`config.mk`:
```
export PLATFORM = sky130hd
export DESIGN_NAME = hfb_min2
export DESIGN_NICKNAME = d
export VERILOG_FILES = /design/src/hw/rtl/hfb_pkg.sv /design/src/hw/rtl/hfb_min2.sv
export SDC_FILE = /design/constraint.sdc
export NUM_CORES = 1
export LEC_CHECK = 0
export ABC_AREA = 1
export CAP_MARGIN = 30
export CORE_ASPECT_RATIO = 1.2
export CORE_MARGIN = 2
export CORE_UTILIZATION = 35
export CTS_CLUSTER_SIZE = 30
export DETAILED_ROUTE_END_ITERATION = 12
export DONT_BUFFER_PORTS = 1
export GPL_TIMING_DRIVEN = 1
export PLACE_DENSITY_LB_ADDON = 0.12
export SETUP_SLACK_MARGIN = 0.5
export SLEW_MARGIN = 20
export SYNTH_ARGS = -nofsm -noshare
export SYNTH_HDL_FRONTEND = slang
export SYNTH_SLANG_ARGS = --single-unit
```
`constraint.sdc`:
```
create_clock -name clk -period 9.5 [get_ports clk]
set_input_delay 0.95 -clock clk [delete_from_list [all_inputs] [get_ports clk]]
set_output_delay 0.95 -clock clk [all_outputs]
set_load 0.01 [all_outputs]
```
`src/hw/rtl/hfb_pkg.sv`:
```
// Shared codes, widths and control types of the Huffman tree builder.
package hfb_pkg;

	localparam int ID_W = 9;
	localparam logic [ID_W-1:0] FIRST_INTERNAL = 9'd256;

	// request codes carried in s_tuser
	localparam logic [1:0] REQ_COUNT = 2'd0;
	localparam logic [1:0] REQ_MERGE = 2'd1;
	localparam logic [1:0] REQ_CLEAR = 2'd2;

	// result status codes
	localparam logic [2:0] ST_COUNTED = 3'd0;
	localparam logic [2:0] ST_MERGED  = 3'd1;
	localparam logic [2:0] ST_SINGLE  = 3'd2;
	localparam logic [2:0] ST_EMPTY   = 3'd3;
	localparam logic [2:0] ST_DONE    = 3'd4;

	// build phases
	localparam logic [1:0] PH_COUNT = 2'd0;
	localparam logic [1:0] PH_MERGE = 2'd1;
	localparam logic [1:0] PH_DONE  = 2'd2;

	// control of the two-minimum tracker
	typedef struct packed {
		logic init;
		logic take;
	} min2_ctl_t;

endpackage

```
`src/hw/rtl/hfb_min2.sv`:
```
// Tracker of the two least keys seen during one heap scan.
module hfb_min2 import hfb_pkg::*; #(
	parameter int KW = 41,
	parameter int SW = 8
) (
	input  logic          clk,
	input  logic          arst_n,
	input  min2_ctl_t     ctl,
	input  logic [KW-1:0] key,
	input  logic [SW-1:0] idx,
	output logic [KW-1:0] min1_key,
	output logic [SW-1:0] min1_idx,
	output logic [KW-1:0] min2_key,
	output logic [SW-1:0] min2_idx
);

	logic have1_q, have2_q;
	logic [KW-1:0] k1_q, k2_q;
	logic [SW-1:0] i1_q, i2_q;

	// track presence of the two slots
	always_ff @(posedge clk or negedge arst_n) begin
		if (!arst_n) begin
			have1_q <= 1'b0;
			have2_q <= 1'b0;
		end else if (ctl.init) begin
			have1_q <= 1'b0;
			have2_q <= 1'b0;
		end else if (ctl.take) begin
			have1_q <= 1'b1;
			if (!have1_q || key < k1_q) begin
				have2_q <= have1_q;
			end else begin
				have2_q <= 1'b1;
			end
		end
	end

	// insert the incoming key into the sorted pair
	always_ff @(posedge clk) begin
		if (ctl.take && !ctl.init) begin
			if (!have1_q || key < k1_q) begin
				k2_q <= k1_q;
				i2_q <= i1_q;
				k1_q <= key;
				i1_q <= idx;
			end else if (!have2_q || key < k2_q) begin
				k2_q <= key;
				i2_q <= idx;
			end
		end
	end

	assign min1_key = k1_q;
	assign min1_idx = i1_q;
	assign min2_key = k2_q;
	assign min2_idx = i2_q;

endmodule

```
==> flow_summary.json <==
{
  "rows": 52,
  "io_pins": 151,
  "busiest_layer": "met2",
  "grt-ovfl-total": 0,
  "dp_hpwl_mm": 10.74,
  "worstPathRequired_ns": 9.51,
  "setup_violations": 0,
  "clkPwrFrac_pct": 35.0,
  "dr_total_vias": 4131,
  "synth_edf_count": 98,
  "ys_warn_count": 0,
  "die_w_um": 123.4,
  "dr.pass1.iters": 4,
  "syn_area_um2": 5986,
  "synth_nets": 776,
  "area_growth_pct": 8.737,
  "vias_per_cell": 4.781,
  "drt-initial-drc-count": 228,
  "hold_viol": 0,
  "yosysMostFrequentCell": "nand2_1",
  "p_per_area_nw_per_um2": 168.0,
  "n_antenna_cell": 0,
  "insertion_delay_ns": 0.35,
  "drv_slew": 0,
  "intPower_mw": 0.7818,
  "r2r_cells": 14,
  "fin_tns_setup_ns": 0,
  "synth-seq-area-share_pct": 50.00,
  "grt_pass1_vias": 4320,
  "fp.dieArea_um2": 18170,
  "grt_pass1_wl_mm": 23.41,
  "cts_tree": "done",
  "placed_cells": 848,
  "p_comb_share_pct": 13.8,
  "path_max_fanout": 27,
  "cts.sinks": 100,
  "period_minus_slack_ns": 3.189,
  "synthCells": 643,
  "start_util_pct": 35.66,
  "drv_cap": 0,
  "finClkSkew_ns": 0.009632,
  "max_slew_margin_pct": 50.67,
  "fin_crit_sh_pct": 33.56,
  "cts_hold_buf": 0,
  "pwr-share-seq_pct": 51.2,
  "rsz0062_at_grt": "no",
  "clk_pin_slew_worst_paths_ns": 0.07,
  "final_cells": 864,
  "die_y_um": 147.3,
  "post_route_cells_drive_above_1_share_pct": 5.556,
  "yosys.cell_types.count": 20,
  "cts_root_buffer": "clkbuf_16",
  "synth_top_area_share_pct": 49.16,
  "yosys-top-cells-count": "198 x nand2_1, 108 x inv_1, 98 x edfxtp_1",
  "grt_max_degree": 51,
  "critPathLaunchType": "input pin",
  "htreeDepth": 3,
  "hp-class": "input pin to async pin",
  "synth_seq_cells": 100,
  "power.share.switching_pct": 28.52,
  "finalNetCount": 776,
  "antenna_left": 0,
  "avgSynthCellArea_um2": 9.309,
  "place_congestion": 0.7853,
  "drc": 0,
  "fmax_mhz": 313.6,
  "use_met3_pct": 4.930,
  "post_cts_buffers": 0,
  "fillCellCount": 1690,
  "core_um2": 16790,
  "worstSetupPathType": "input pin to flop",
  "worstMarginPinSlew_ns": 0.7399,
  "grt.total_usage_pct": 17.22,
  "grtUsageMet2_pct": 28.90,
  "status": "completed",
  "worst_ir_drop_vdd_v": 0.00007191,
  "post_cts_resized": 0,
  "antenna_found_initial": 0,
  "worstPathArrival_ns": 3.20,
  "async_flop_share_pct": 2.000,
  "ys.flop_type": "edfxtp_1",
  "netSwitchingPower_mw": 0.3120,
  "cts_made_buffers": 9,
  "wl_mm": 15.32,
  "synthTopCellsByArea": "edfxtp_1 49%, ha_1 17%, nand2_1 12%",
  "synth.largest_area_cell": "edfxtp_1",
  "clock_path_buffers": 2,
  "cp-end-kind": "flop",
  "holdWs_ns": 0.2831,
  "use_met1_pct": 20.58,
  "numPortBuffers": 0,
  "wire_per_inst_um": 17.73,
  "p_total_mw": 1.094,
  "leakage_nw": 3.117
}
-- placed cells by master, fill, tap and decap left out, types with 5 or more instances in the layout --
cell / n
nand2_1: 197
inv_1: 107
edfxtp_1: 98
ha_1: 80
nand3_1: 51
a21oi_1: 31
nor2_1: 29
nand3_2: 11
clkbuf_16: 9
a21o_1: 5
buf_4: 5
-- worst paths after layout --
path / start / to / slack [ns]
worst min register to register: have2_q / have2_q / 0.57
worst max register to register: min1_key[28] / min2_idx[7] / 6.41
worst min-delay path: arst_n / have2_q / 0.28
min in group clk: have2_q / have2_q / 0.57
worst max-delay path: key[28] / min2_idx[7] / 6.31
max in group asynchronous: arst_n / have1_q / 9.14
-- metrics by stage --
stage | area (µm²) | util (%) | worst slack [ns]
6_report | 6509 | 38.77 | 6.311
5_1_grt | 6509 | 38.77 | 6.008
3_3_place_gp | 6207 | 36.98 | 5.881
3_5_place_dp | 6207 | 36.98 | 5.846
4_1_cts | 6509 | 38.77 | 6.230
2_1_floorplan | 5986 | - | 5.859
-- critical path, stage by stage --
cell	delay [ns]
ha_1	0.28
nand2_1	0.09
inv_1	0.05
nand2_1	0.06
nand2_1	0.07
nand2_1	0.07
nand2_1	0.06
a21oi_1	0.24
nand3_2	0.13
nand2_2	0.08
nand2_1	0.08
nand2_2	0.50
buf_4	0.51
-- kinds of logic (layout without fill, tap and decap cells) --
logic type	after synthesis	after routing	share of synthesized area (%)
DFF	100	100	50.00
and+or+nand+nor	296	296	21.03
buffers and inverters	124	129	8.278
AOI/OAI and AO/OA	43	43	3.972
adders and majority gates	80	80	16.72
-- cell type report --
| type | instances | area (µm²) | area share [%] |
|---|---|---|---|
| Multi-Input combinational cell | 419 | 2500 | 38.41 |
| Clock inverter | 7 | 76.32 | 1.173 |
| Tap cell | 216 | 270.3 | 4.152 |
| Inverter | 108 | 405.4 | 6.228 |
| Clock buffer | 9 | 225.2 | 3.460 |
| Sequential cell | 100 | 2994 | 46.00 |
| Timing Repair Buffer | 5 | 37.54 | 0.5767 |
-- sequential cells by signal (all words and copies together) (netlist names) --
signal	cells
have1_q	1
have2_q	1
min1_idx	8
min1_key	41
min2_idx	8
min2_key	41
-- power groups by stage --
| stage | registers (mW) | logic, mW | clock network (mW) |
|---|---|---|---|
| 6_report | 0.560 | 0.151 | 0.383 |
| 5_1_grt | 0.564 | 0.178 | 0.406 |
| 4_1_cts | 0.561 | 0.155 | 0.396 |
| 3_5_place_dp | 0.571 | 0.155 | 0 |
| 3_3_place_gp | 0.571 | 0.151 | 0 |
| 2_1_floorplan | 0.562 | 0.115 | 0 |
-- routing by layer --
metal	share of wire, %	vias up	routed length, µm
met2	48	103	7421
met4	2.1	0	314
li1	-	2110	-
met3	7.5	17	1148
met5	0	-	0
met1	42	1901	6432
(Power assumes the default switching activity.)
